File: config.mk
export PLATFORM = sky130hd
export DESIGN_NAME = tile_quad_mesh_generator_core
export DESIGN_NICKNAME = d
export VERILOG_FILES = /design/src/sv/tqm_pkg.sv /design/src/sv/tile_quad_mesh_generator_core.sv /design/src/sv/tqm_front.sv /design/src/sv/tqm_fifo.sv /design/src/sv/tqm_back.sv
export SDC_FILE = /design/constraint.sdc
export NUM_CORES = 1
export LEC_CHECK = 0
export ABC_AREA = 1
export BUFFER_PORTS_ARGS = -buffer_cell sky130_fd_sc_hd__buf_2
export CAP_MARGIN = 0
export CORE_MARGIN = 5
export CORE_UTILIZATION = 45
export DETAILED_ROUTE_END_ITERATION = 10
export SLEW_MARGIN = 10
export SYNTH_ARGS = -nofsm -noshare
export SYNTH_HDL_FRONTEND = slang
export SYNTH_HIERARCHICAL = 1
export SYNTH_SLANG_ARGS = --single-unit
File: constraint.sdc
create_clock -name clk -period 10.4 [get_ports clk]
set_clock_uncertainty 0.05 [all_clocks]
set_input_delay 1.56 -clock clk [delete_from_list [all_inputs] [get_ports clk]]
set_output_delay 1.56 -clock clk [all_outputs]
set_load 0.05 [all_outputs]
File: src/sv/tqm_pkg.sv
// shared types, constants and tables of the tile quad mesh generator
package tqm_pkg;

  // configuration register indexes
  localparam logic [1:0] CFG_GRID_WIDTH   = 2'd0;
  localparam logic [1:0] CFG_PRESENT_CODE = 2'd1;
  localparam logic [1:0] CFG_FILL_ALL     = 2'd2;

  localparam int unsigned MAX_WIDTH = 1024;

  // only the low 12 bits of the seed product matter
  localparam logic [11:0] COL_MUL     = 12'd87;
  localparam logic [11:0] SEED_MUL_LO = 12'(48271 % 4096);

  localparam int unsigned VERTS_PER_TILE   = 4;
  localparam int unsigned RESULTS_PER_TILE = 10;
  localparam logic [3:0]  STEP_LAST        = 4'(RESULTS_PER_TILE - 1);

  localparam logic ITEM_VERTEX = 1'b0;
  localparam logic ITEM_INDEX  = 1'b1;

  localparam int unsigned QUEUE_DEPTH = 4;
  localparam int unsigned QPTR_W      = $clog2(QUEUE_DEPTH);

  typedef struct packed {
    logic [9:0]  col;
    logic [9:0]  row;
    logic [7:0]  seed;
    logic [21:0] base;
  } tqm_tile_t;

  typedef struct packed {
    logic        item_kind;
    logic [10:0] pos_x;
    logic [10:0] pos_y;
    logic        tex_u;
    logic        tex_v;
    logic [9:0]  tile_col;
    logic [9:0]  tile_row;
    logic [7:0]  tile_seed;
    logic [21:0] index_value;
    logic        last;
  } tqm_result_t;

  // triangle corner order 0,2,1,1,2,3
  function automatic logic [1:0] tri_offset(input logic [2:0] idx);
    logic [1:0] off;
    case (idx)
      3'd0:    off = 2'd0;
      3'd1:    off = 2'd2;
      3'd2:    off = 2'd1;
      3'd3:    off = 2'd1;
      3'd4:    off = 2'd2;
      3'd5:    off = 2'd3;
      default: off = 2'd0;
    endcase
    return off;
  endfunction

endpackage

File: src/sv/tile_quad_mesh_generator_core.sv
// top level of the tile quad mesh generator
//
// Cell codes of a tile map enter in row-major order on the in_ queue port
// (in_push / in_full). A present cell becomes ten results on the out_ queue
// port (out_empty / out_pop): four corner vertices, then six triangle indices,
// the last with out_last set. Absent cells and cells past the row bound give
// nothing but are still accepted.
// The front end takes one cell per cycle while in_full is low and writes a tile
// descriptor into a four-entry queue; the back end sends one result per cycle
// from it while out_pop frees the output register, so a present cell gives ten results.
// in_full rises only when the queue holds four waiting tiles.
// A tile passes through the queue and the current tile register into the result
// register before its first result shows. When out_pop stays low the result register
// holds and the queue fills, after which in_full backs up the input.
// The cfg_ port is always ready; the user must write registers only while idle, which the block does not enforce.
// Reset clears counters, queue and output register and loads grid width 1,
// present code 0 and fill-all off.
module tile_quad_mesh_generator_core import tqm_pkg::*; #(
  parameter int unsigned MAX_SIDE = 1024
) (
  input  logic        clk,
  input  logic        rst_n,
  input  logic        in_push,
  output logic        in_full,
  input  logic [7:0]  in_cell_code,
  input  logic        in_restart,
  output logic        out_empty,
  input  logic        out_pop,
  output logic        out_item_kind,
  output logic [10:0] out_pos_x,
  output logic [10:0] out_pos_y,
  output logic        out_tex_u,
  output logic        out_tex_v,
  output logic [9:0]  out_tile_col,
  output logic [9:0]  out_tile_row,
  output logic [7:0]  out_tile_seed,
  output logic [21:0] out_index_value,
  output logic        out_last,
  input  logic        cfg_valid,
  output logic        cfg_ready,
  input  logic [1:0]  cfg_index,
  input  logic [10:0] cfg_data
);

  logic        accept;
  logic        tile_we;
  tqm_tile_t   tile_in, tile_out;
  logic        q_full, q_empty, q_pop;
  logic        out_valid;
  tqm_result_t res;

  assign cfg_ready = 1'b1;
  assign in_full   = q_full;
  assign accept    = in_push && !q_full;

  tqm_front #(.MAX_SIDE(MAX_SIDE)) u_front (
    .clk       (clk),
    .rst_n     (rst_n),
    .cfg_we    (cfg_valid && cfg_ready),
    .cfg_index (cfg_index),
    .cfg_data  (cfg_data),
    .accept    (accept),
    .cell_code (in_cell_code),
    .restart   (in_restart),
    .tile_we   (tile_we),
    .tile      (tile_in)
  );

  tqm_fifo u_fifo (
    .clk     (clk),
    .rst_n   (rst_n),
    .wr_en   (tile_we),
    .wr_data (tile_in),
    .rd_en   (q_pop),
    .rd_data (tile_out),
    .full    (q_full),
    .empty   (q_empty)
  );

  tqm_back u_back (
    .clk       (clk),
    .rst_n     (rst_n),
    .q_empty   (q_empty),
    .q_data    (tile_out),
    .q_pop     (q_pop),
    .out_pop   (out_pop),
    .out_valid (out_valid),
    .out_res   (res)
  );

  assign out_empty       = !out_valid;
  assign out_item_kind   = res.item_kind;
  assign out_pos_x       = res.pos_x;
  assign out_pos_y       = res.pos_y;
  assign out_tex_u       = res.tex_u;
  assign out_tex_v       = res.tex_v;
  assign out_tile_col    = res.tile_col;
  assign out_tile_row    = res.tile_row;
  assign out_tile_seed   = res.tile_seed;
  assign out_index_value = res.index_value;
  assign out_last        = res.last;

endmodule

File: src/sv/tqm_front.sv
// front end: configuration, map position counters, cell classification and seed
module tqm_front import tqm_pkg::*; #(
  parameter int unsigned MAX_SIDE = 1024
) (
  input  logic       clk,
  input  logic       rst_n,
  input  logic       cfg_we,
  input  logic [1:0] cfg_index,
  input  logic [10:0] cfg_data,
  input  logic       accept,
  input  logic [7:0] cell_code,
  input  logic       restart,
  output logic       tile_we,
  output tqm_tile_t  tile
);

  localparam int unsigned ROW_BOUND = (MAX_SIDE < MAX_WIDTH) ? MAX_SIDE : MAX_WIDTH;
  localparam logic [9:0]  ROW_LAST  = 10'(ROW_BOUND - 1);

  logic [9:0]  wm1_r, wm1_nxt;
  logic [7:0]  code_r, code_nxt;
  logic        fill_r, fill_nxt;
  logic [9:0]  col_r, col_nxt;
  logic [9:0]  row_r, row_nxt;
  logic [11:0] col87_r, col87_nxt;
  logic [20:0] tcnt_r, tcnt_nxt;
  logic        end_r, end_nxt;

  logic [9:0]  cur_col, cur_row;
  logic [11:0] cur_col87;
  logic [20:0] cur_tcnt;
  logic        cur_end;
  logic        live, present;
  logic [11:0] seed_sum, seed_prod;

  always_ff @(posedge clk) begin
    if (!rst_n) begin
      wm1_r   <= '0;
      code_r  <= '0;
      fill_r  <= 1'b0;
      col_r   <= '0;
      row_r   <= '0;
      col87_r <= '0;
      tcnt_r  <= '0;
      end_r   <= 1'b0;
    end else begin
      wm1_r   <= wm1_nxt;
      code_r  <= code_nxt;
      fill_r  <= fill_nxt;
      col_r   <= col_nxt;
      row_r   <= row_nxt;
      col87_r <= col87_nxt;
      tcnt_r  <= tcnt_nxt;
      end_r   <= end_nxt;
    end
  end

  // width is clamped to 1..1024 when written and kept as width minus one
  always_comb begin
    wm1_nxt  = wm1_r;
    code_nxt = code_r;
    fill_nxt = fill_r;
    if (cfg_we) begin
      case (cfg_index)
        CFG_GRID_WIDTH: begin
          if (cfg_data == 11'd0) wm1_nxt = 10'd0;
          else if (cfg_data > 11'(MAX_WIDTH)) wm1_nxt = 10'(MAX_WIDTH - 1);
          else wm1_nxt = 10'(cfg_data - 11'd1);
        end
        CFG_PRESENT_CODE: code_nxt = cfg_data[7:0];
        CFG_FILL_ALL:     fill_nxt = cfg_data[0];
        default: ;
      endcase
    end
  end

  assign cur_col   = restart ? '0 : col_r;
  assign cur_row   = restart ? '0 : row_r;
  assign cur_col87 = restart ? '0 : col87_r;
  assign cur_tcnt  = restart ? '0 : tcnt_r;
  assign cur_end   = restart ? 1'b0 : end_r;

  assign live    = accept && !cur_end;
  assign present = fill_r || (cell_code == code_r);

  // col87 tracks 87*col mod 4096, so one multiplier makes the seed
  assign seed_sum  = {2'b00, cur_row} + cur_col87;
  assign seed_prod = seed_sum * SEED_MUL_LO;

  assign tile_we   = live && present;
  assign tile.col  = cur_col;
  assign tile.row  = cur_row;
  assign tile.seed = seed_prod[11:4];
  assign tile.base = {cur_tcnt[19:0], 2'b00};

  always_comb begin
    col_nxt   = col_r;
    row_nxt   = row_r;
    col87_nxt = col87_r;
    tcnt_nxt  = tcnt_r;
    end_nxt   = end_r;
    if (accept) begin
      col_nxt   = cur_col;
      row_nxt   = cur_row;
      col87_nxt = cur_col87;
      tcnt_nxt  = cur_tcnt;
      end_nxt   = cur_end;
      if (live) begin
        if (present) tcnt_nxt = cur_tcnt + 21'd1;
        // a column left beyond a narrowed width wraps as well
        if (cur_col >= wm1_r) begin
          col_nxt   = '0;
          col87_nxt = '0;
          if (cur_row == ROW_LAST) end_nxt = 1'b1;
          else row_nxt = cur_row + 10'd1;
        end else begin
          col_nxt   = cur_col + 10'd1;
          col87_nxt = cur_col87 + COL_MUL;
        end
      end
    end
  end

endmodule

File: src/sv/tqm_fifo.sv
// short tile descriptor queue between front and back end
module tqm_fifo import tqm_pkg::*; (
  input  logic      clk,
  input  logic      rst_n,
  input  logic      wr_en,
  input  tqm_tile_t wr_data,
  input  logic      rd_en,
  output tqm_tile_t rd_data,
  output logic      full,
  output logic      empty
);

  tqm_tile_t         mem [QUEUE_DEPTH];
  logic [QPTR_W-1:0] wptr_r, wptr_nxt;
  logic [QPTR_W-1:0] rptr_r, rptr_nxt;
  logic [QPTR_W:0]   cnt_r, cnt_nxt;
  logic              do_wr, do_rd;

  assign full  = (cnt_r == (QPTR_W+1)'(QUEUE_DEPTH));
  assign empty = (cnt_r == '0);
  assign do_wr = wr_en && !full;
  assign do_rd = rd_en && !empty;
  assign rd_data = mem[rptr_r];

  always_comb begin
    wptr_nxt = do_wr ? wptr_r + 1'b1 : wptr_r;
    rptr_nxt = do_rd ? rptr_r + 1'b1 : rptr_r;
    cnt_nxt  = cnt_r;
    if (do_wr && !do_rd) cnt_nxt = cnt_r + 1'b1;
    else if (do_rd && !do_wr) cnt_nxt = cnt_r - 1'b1;
  end

  always_ff @(posedge clk) begin
    if (!rst_n) begin
      wptr_r <= '0;
      rptr_r <= '0;
      cnt_r  <= '0;
    end else begin
      wptr_r <= wptr_nxt;
      rptr_r <= rptr_nxt;
      cnt_r  <= cnt_nxt;
    end
  end

  always_ff @(posedge clk) begin
    if (do_wr) mem[wptr_r] <= wr_data;
  end

endmodule

File: src/sv/tqm_back.sv
// back end: steps through the ten results of a tile into an output register
module tqm_back import tqm_pkg::*; (
  input  logic        clk,
  input  logic        rst_n,
  input  logic        q_empty,
  input  tqm_tile_t   q_data,
  output logic        q_pop,
  input  logic        out_pop,
  output logic        out_valid,
  output tqm_result_t out_res
);

  tqm_tile_t   cur_r, cur_nxt;
  logic        cur_valid_r, cur_valid_nxt;
  logic [3:0]  step_r, step_nxt;
  logic        out_valid_r, out_valid_nxt;
  tqm_result_t res_r, res_nxt;
  tqm_result_t gen;
  logic        adv, fin;
  logic [2:0]  idx;

  assign idx = 3'(step_r - 4'(VERTS_PER_TILE));

  always_comb begin
    gen = '0;
    if (step_r < 4'(VERTS_PER_TILE)) begin
      gen.item_kind = ITEM_VERTEX;
      gen.tex_u     = step_r[0];
      gen.tex_v     = step_r[1];
      gen.pos_x     = {1'b0, cur_r.col} + {10'd0, step_r[0]};
      gen.pos_y     = {1'b0, cur_r.row} + {10'd0, step_r[1]};
      gen.tile_col  = cur_r.col;
      gen.tile_row  = cur_r.row;
      gen.tile_seed = cur_r.seed;
    end else begin
      gen.item_kind   = ITEM_INDEX;
      gen.index_value = cur_r.base + {20'd0, tri_offset(idx)};
      gen.last        = (step_r == STEP_LAST);
    end
  end

  assign adv   = cur_valid_r && (!out_valid_r || out_pop);
  assign fin   = adv && (step_r == STEP_LAST);
  assign q_pop = (!cur_valid_r || fin) && !q_empty;

  always_comb begin
    cur_nxt       = cur_r;
    cur_valid_nxt = cur_valid_r;
    step_nxt      = step_r;
    res_nxt       = res_r;
    out_valid_nxt = out_valid_r;
    if (out_pop) out_valid_nxt = 1'b0;
    if (adv) begin
      res_nxt       = gen;
      out_valid_nxt = 1'b1;
      step_nxt      = step_r + 4'd1;
    end
    if (fin) cur_valid_nxt = 1'b0;
    // next tile is picked up in the same cycle the last result leaves
    if (q_pop) begin
      cur_nxt       = q_data;
      cur_valid_nxt = 1'b1;
      step_nxt      = '0;
    end
  end

  always_ff @(posedge clk) begin
    if (!rst_n) begin
      cur_valid_r <= 1'b0;
      step_r      <= '0;
      out_valid_r <= 1'b0;
    end else begin
      cur_valid_r <= cur_valid_nxt;
      step_r      <= step_nxt;
      out_valid_r <= out_valid_nxt;
    end
  end

  always_ff @(posedge clk) begin
    cur_r <= cur_nxt;
    res_r <= res_nxt;
  end

  assign out_valid = out_valid_r;
  assign out_res   = res_r;

endmodule

==> impl_metrics.toml, run 1 <==
[grt]
grt_usage_pct = 18.01
grt_pass1_vias = 13989
grt_max_degree = 101
grt-ovfl-total = 0
grt_pass1_wl_um = 73130
antenna_found_initial = 1

[clock_tree]
cts_tree = "yes"
cts.sinks = 413
cts_buffer_depth = 3
cts_root_buf = "clkbuf_16"
hold_buffers = 0
clk_latency_ns = 0.58
htree_levels = 2
postCtsSetupBuffers = 0
path_clk_slew_ns = 0.06
cts_buffers = 45
cts_resized = 0

[synthesis]
ys_async_sr_fraction_pct = 0
yosys.area.top_type_share_pct = 47.76
avgSynthCellArea_um2 = 9.687
synth_edf_count = 326
ys_seq_area_share_pct = 56.25
syn_area_um2 = 20500
syn_inst = 2116
ys_top_cells_by_area = "edfxtp_1 (48%), dfxtp_1 (8.5%), nand2_1 (6.8%)"
synth.distinct_cells = 65
ys.flop_type = "edfxtp_1"
yosysWarnings = 6
ys_ff_latch = 413
yosysTopAreaCell = "edfxtp_1"

[finish]
nets = 2320
fillers = 4142
syn_to_final_growth_pct = 11.72
n_antenna_cell = 0
final_layout_size_suffix_gt1_share_pct = 11.77

[detailed_routing]
drc = 0
routed_wl_um = 45400
vias = 14528
first_iter_violations = 976
dr.pass1.iters = 5
via_per_inst = 5.110
wl_per_cell_um = 15.97
drtAntennaViolNets = 0

[die]
fp.dieW_um = 223.4
rows = 78
die_area_um2 = 49920
start_util_pct = 45.36
core_area_um2 = 45190
die_height_um = 223.4
pin_count = 106

[pwr]
ir_worst_vdd_uv = 161.3
leakagePower_nw = 9.100
report.power.total_mw = 5.116
p_per_area_nw_per_um2 = 223.4

[job]
drv_cap = 0

[worst_setup_path]
slowest_delay_ns = 0.53
cp.arrival_ns = 7.22
cp_slowest_cell = "nor2_1"
path_class = "in -> reg"
cp_num_buf_inv = 8
endpoint_kind = "flip-flop"
cp_top_family = "adder cells"
r2r_slack_ns = 4.54
crit_path_start_kind = "input port"
crit_fanout = 31
crit_required_ns = 10.67

[worst_hold_path]
hold_class = "reg -> reg"

[sta]
grt_setup_unrepaired = "false"
worstMarginPinSlew_ns = 1.116
slew_headroom_pct = 25.51
slew_violations = 0
fin_setup_tns_ns = 0
setup_viol = 0
fin_crit_sh_pct = 66.87
hold_viol = 0
fmax_ghz = 0.1438
fin_crit_ns = 6.955

[place]
gp_congestion = 0.8398
port_buffers = 104
hpwl_um = 28840

[run_status]
status = "finished clean"
-- layout make-up --
type	count	area (um^2)	share of cell area (%)
Inverter	265	1016	4.436
Clock inverter	20	281.5	1.229
Timing Repair Buffer	117	618.1	2.699
Multi-Input combinational cell	1366	7442	32.50
Clock buffer	62	1260	5.502
Tap cell	600	750.7	3.278
Sequential cell	413	11530	50.36
-- per-stage QoR --
| step | util (%) | hold slack, ns | std cells | setup slack (ns) | area, um^2 |
|---|---|---|---|---|---|
| 5_1_grt | 50.68 | 0.4177 | 2843 | 2.966 | 22900 |
| 6_report | 50.68 | 0.4036 | 2843 | 3.445 | 22900 |
| 2_1_floorplan | - | 0.3797 | 2117 | 3.598 | 20500 |
| 4_1_cts | 50.68 | 0.4056 | 2843 | 3.440 | 22900 |
| 3_3_place_gp | 47.27 | 0.3948 | 2761 | 2.980 | 21360 |
| 3_5_place_dp | 47.27 | 0.3973 | 2761 | 2.824 | 21360 |
-- power breakdown --
| part | internal [mW] | total (mW) | switching [mW] |
|---|---|---|---|
| sequential | 2.10 | 2.21 | 0.114 |
| combinational | 0.312 | 1.27 | 0.958 |
| clock | 0.979 | 1.63 | 0.653 |
| total | 3.39 | 5.12 | 1.73 |
-- synth_stat cells, types with 18 or more instances --
cell type	number
nand3_1	86
inv_1	249
nor2_1	282
o22ai_1	50
ha_1	67
buf_2	22
dfxtp_1	87
fa_1	18
nor3_1	18
a21oi_1	108
o21ai_0	126
o21ai_1	68
nand2_1	374
edfxtp_1	326
nand4_1	22
xnor2_1	18
clkbuf_1	21
xor2_1	30
-- cell usage in the layout (no fill, tap or decap), types with 4 or more instances in the layout --
master | Yosys | layout
nand2_1 | 374 | 374
edfxtp_1 | 326 | 326
nor2_1 | 282 | 278
inv_1 | 249 | 246
o21ai_0 | 126 | 126
a21oi_1 | 108 | 108
buf_2 | 22 | 104
nand3_1 | 86 | 86
dfxtp_1 | 87 | 86
o21ai_1 | 68 | 68
ha_1 | 67 | 67
o22ai_1 | 50 | 50
clkbuf_16 | 0 | 45
xor2_1 | 30 | 30
nand4_1 | 22 | 22
nor3_1 | 18 | 18
xnor2_1 | 18 | 18
fa_1 | 18 | 18
nor2_4 | 9 | 14
nand2_2 | 14 | 14
buf_4 | 10 | 13
inv_2 | 10 | 12
clkbuf_1 | 21 | 10
nor2_2 | 11 | 10
nand3b_1 | 9 | 9
clkinv_1 | 3 | 8
clkbuf_8 | 0 | 7
nand3_2 | 6 | 6
bufinv_16 | 0 | 5
clkinv_2 | 0 | 5
a31oi_1 | 4 | 4
o211ai_1 | 4 | 4
-- worst min-delay path, cell delays in order, from the launching register on --
cell     delay, ns
dfxtp_1       0.29
inv_1         0.06
a21oi_1       0.05
-- registers in the layout (all words and copies together) (netlist names), named ones only --
name and cells:
u_fifo/wptr_r 2, u_back/out_res 76, u_fifo/mem 200, u_back/out_valid 1
u_back/cur_valid_r 1, u_front/col87_r 12, u_front/tcnt_r 20, u_back/cur_r 50
u_front/fill_r 1, u_fifo/rptr_r 2, u_front/col_r 10, u_fifo/cnt_r 3
u_front/wm1_r 10, u_front/row_r 10, u_back/step_r 4, u_front/end_r 1
u_front/code_r 8
-- path summary, 6_finish.rpt --
| path | cells past startpoint | start | to |
|---|---|---|---|
| worst max-delay path | 30 | in_restart | u_fifo/mem[2][29] |
| worst min-delay path | 2 | u_front/fill_r | u_front/fill_r |
| worst max register to register | 29 | u_front/row_r[6] | u_fifo/mem[2][29] |
| worst min register to register | 2 | u_front/fill_r | u_front/fill_r |
-- per-layer routing --
layer  wire length (um)  part of all wire [%]  GRT usage, %  vias to the layer above
met5                  0                     0             0                        -
met4               1005                   2.2         5.534                        0
met3               2316                   5.1         2.908                       65
met2              21290                    47         30.16                      325
met1              20790                    46         24.21                     6842
li1                   -                     -             -                     7296
-- cell families after synthesis --
| group | share of synthesized area, % |
|---|---|
| AO/OA/AOI/OAI | 10.00 |
| XOR/XNOR | 2.344 |
| adder cells (fa/ha/maj) | 5.848 |
| AND/OR/NAND/NOR | 17.88 |
| buffers and inverters | 7.630 |
| flip-flops | 56.25 |
| other | 0.03664 |
Note: power is estimated with default switching activity, not from simulation.
==> run 2: changes to the inputs <==
--- a/config.mk
+++ b/config.mk
@@ -5,7 +5,7 @@
 export SDC_FILE = /design/constraint.sdc
 export NUM_CORES = 1
 export LEC_CHECK = 0
-export ABC_AREA = 1
+export ABC_AREA = 0
 export BUFFER_PORTS_ARGS = -buffer_cell sky130_fd_sc_hd__buf_2
 export CAP_MARGIN = 0
 export CORE_MARGIN = 5
==> constraint.sdc (replaced) <==
create_clock -name clk -period 6.9 [get_ports clk]
set_clock_uncertainty 0.05 [all_clocks]
set_input_delay 1.035 -clock clk [delete_from_list [all_inputs] [get_ports clk]]
set_output_delay 1.035 -clock clk [all_outputs]
set_load 0.05 [all_outputs]
==> run 2 against run 1 <==
Effect of this change:
- final area fell by 5.7%
- power is 8.2% higher
- utilization increased by 0.58 points
- highest routed layer unchanged
- critical path depth fell by 3
- sequential cell count did not move
- combinational power shrank 63%
- hold slack better by 0.022 ns
- synthesized area down 6.2%
- non-clock buffer count rose by 6
==> impl_metrics.toml, run 2 <==
[clock_tree]
cts_resized = 0
postCtsSetupBuffers = 0
hold_buffers = 0
htree_levels = 2
path_clk_slew_ns = 0.06
cts.sinks = 413
cts_root_buf = "clkbuf_16"
cts_buffer_depth = 3
cts_tree = "yes"
cts_buffers = 43
clk_latency_ns = 0.55

[pwr]
leakagePower_nw = 7.890
p_switching_mw = 1.304
p_comb_share_pct = 8.5
swShare_pct = 23.55
clock_power_share_pct = 40.8
p_int_mw = 4.233
report.power.total_mw = 5.537
seqPwrFrac_pct = 50.8
p_per_area_nw_per_um2 = 256.3
ir_worst_vdd_uv = 186.7

[synthesis]
synth.distinct_cells = 84
ys_ff_latch = 413
ys.flop_type = "edfxtp_1"
synth_most_common_cell = "edfxtp_1"
ys_async_sr_fraction_pct = 0
yosysWarnings = 6
avgSynthCellArea_um2 = 13.30
ys_top_cells_by_area = "edfxtp_1 (51%), dfxtp_1 (9.1%), mux4_2 (5.9%)"
synth_edf_count = 326
synth_common_cells = "edfxtp_1 (326), nor2_1 (99), dfxtp_1 (87)"
syn_area_um2 = 19220
syn_inst = 1445
yosysTopAreaCell = "edfxtp_1"
ys_seq_area_share_pct = 59.98
yosys.area.top_type_share_pct = 50.92

[grt]
use_met3_pct = 3.112
use_met1_pct = 22.63
grt_most_used_layer = "met2"
antenna_found_initial = 0
grt_max_degree = 77
grtUsageMet2_pct = 25.10
grt_usage_pct = 15.80
grt_pass1_wl_um = 59870
grt-ovfl-total = 0
grt_pass1_vias = 11011

[place]
dpl_worst_slack_ns = -0.01542
dp_cells = 2045
hpwl_um = 25040
placed_area_um2 = 20220
port_buffers = 104
gp_congestion = 0.7996

[worst_setup_path]
crit_fanout = 10
startpoint = "in_restart"
r2r_start = "u_front/row_r[1]"
endpoint_kind = "flip-flop"
cp.arrival_ns = 6.61
crit_required_ns = 7.19
crit_path_start_kind = "input port"
path_class = "in -> reg"

[job]
drv_cap = 0

[sta]
slew_violations = 0
fin_setup_tns_ns = 0
fin_crit_sh_pct = 91.67
slew_headroom_pct = 33.23
fmax_ghz = 0.1581
hold_ws_ns = 0.4257
setup_viol = 0
hold_viol = 0
worst_slack_ns = 0.5746
grt_setup_unrepaired = "false"
fin_crit_ns = 6.325
worstMarginPinSlew_ns = 1.002

[detailed_routing]
via_per_inst = 5.232
routed_wl_um = 36990
drc = 0
first_iter_violations = 733
dr.pass1.iters = 4
vias = 11119
wl_per_cell_um = 17.41
drtAntennaViolNets = 0

[finish]
final_layout_size_suffix_gt1_share_pct = 17.53
regMostFlops = "u_fifo/mem"
n_antenna_cell = 0
fin_cells = 2125
fin_area_um2 = 21600
final_cell_mix = "edfxtp_1 (326), buf_2 (104), nor2_1 (97), dfxtp_1 (85), inv_1 (83)"
largest_reg_flops = 200
fillers = 3513
final_common_cell = "edfxtp_1"
syn_to_final_growth_pct = 12.35
fin_util_pct = 51.26
nets = 1663

[worst_hold_path]
hold_start = "u_front/tcnt_r[0]"
hold_class = "reg -> reg"

[die]
rows = 75
die_area_um2 = 46950
start_util_pct = 45.62
core_area_um2 = 42130
die_height_um = 216.7
fp.dieW_um = 216.7
pin_count = 106

[run_status]
status = "finished clean"
## run 2: cell count changes after synthesis, moves of 49 or more
cell,delta
nand2_1,-302
nor2_1,-183
inv_1,-165
o21ai_0,-81
nor2b_1,+67
o21ai_1,-64
and2_1,+58
nand3_1,-55
mux4_2,+50
o22ai_1,-50
a21oi_1,-49
## run 2: worst max-delay path, stage by stage
cell and delay, ns:
buf_2 0.12, buf_4 0.19, nor2b_1 0.08, ha_1 0.22
ha_2 0.21, a21oi_4 0.13, a21oi_2 0.07, maj3_4 0.32
o21a_1 0.19, maj3_1 0.35, nand2_1 0.09, xnor2_1 0.12
ha_1 0.33, ha_1 0.15, inv_1 0.06, fa_1 0.52
inv_1 0.05, fa_1 0.47, inv_1 0.05, fa_1 0.43
xnor2_1 0.21, xnor2_1 0.16, xnor2_1 0.15, xnor2_1 0.16
xnor3_1 0.35, xnor2_1 0.14, xnor2_1 0.28
## run 2: power groups by stage
| stage | combinational [mW] | sequential (mW) | clock, mW |
|---|---|---|---|
| 2_1_floorplan | 0.270 | 2.95 | 0 |
| 3_3_place_gp | 0.469 | 2.86 | 0 |
| 3_5_place_dp | 0.475 | 2.86 | 0 |
| 4_1_cts | 0.477 | 2.81 | 2.32 |
| 5_1_grt | 0.520 | 2.82 | 2.43 |
| 6_report | 0.469 | 2.81 | 2.26 |
## run 2: final cells by class
cell class	count	area [um^2]	share of cell area, %
sequential	413	11540	53.41
multi-input combinational	885	7027	32.53
clock buffer	60	1191	5.515
tap	539	674.4	3.122
timing repair buffer	123	663.1	3.070
inverter	85	319.1	1.477
clock inverter	20	187.7	0.8690
## run 2: logic make-up after synthesis
kind of cell	count (synthesis)	share of synthesized area (%)
xor+xnor	91	4.354
compound gates	187	6.190
buf+inv	148	3.586
simple gates	443	12.33
other cells	2	0.03907
mux	73	7.094
flops	413	59.98
fa+ha+maj	88	6.418
## run 2: metal layers
| layer | vias to the layer above | share of wire, % |
|---|---|---|
| met5 | - | 0 |
| met4 | 0 | 1.7 |
| met3 | 52 | 5.1 |
| met2 | 219 | 47 |
| met1 | 5389 | 47 |
| li1 | 5459 | - |
## run 2: worst paths after layout
check	end	slack (ns)	cells after the start
worst min-delay path	u_front/tcnt_r[0]	0.43	2
worst max register to register	u_fifo/mem[2][29]	0.79	25
worst min register to register	u_front/tcnt_r[0]	0.43	2
worst max-delay path	u_fifo/mem[2][29]	0.57	27
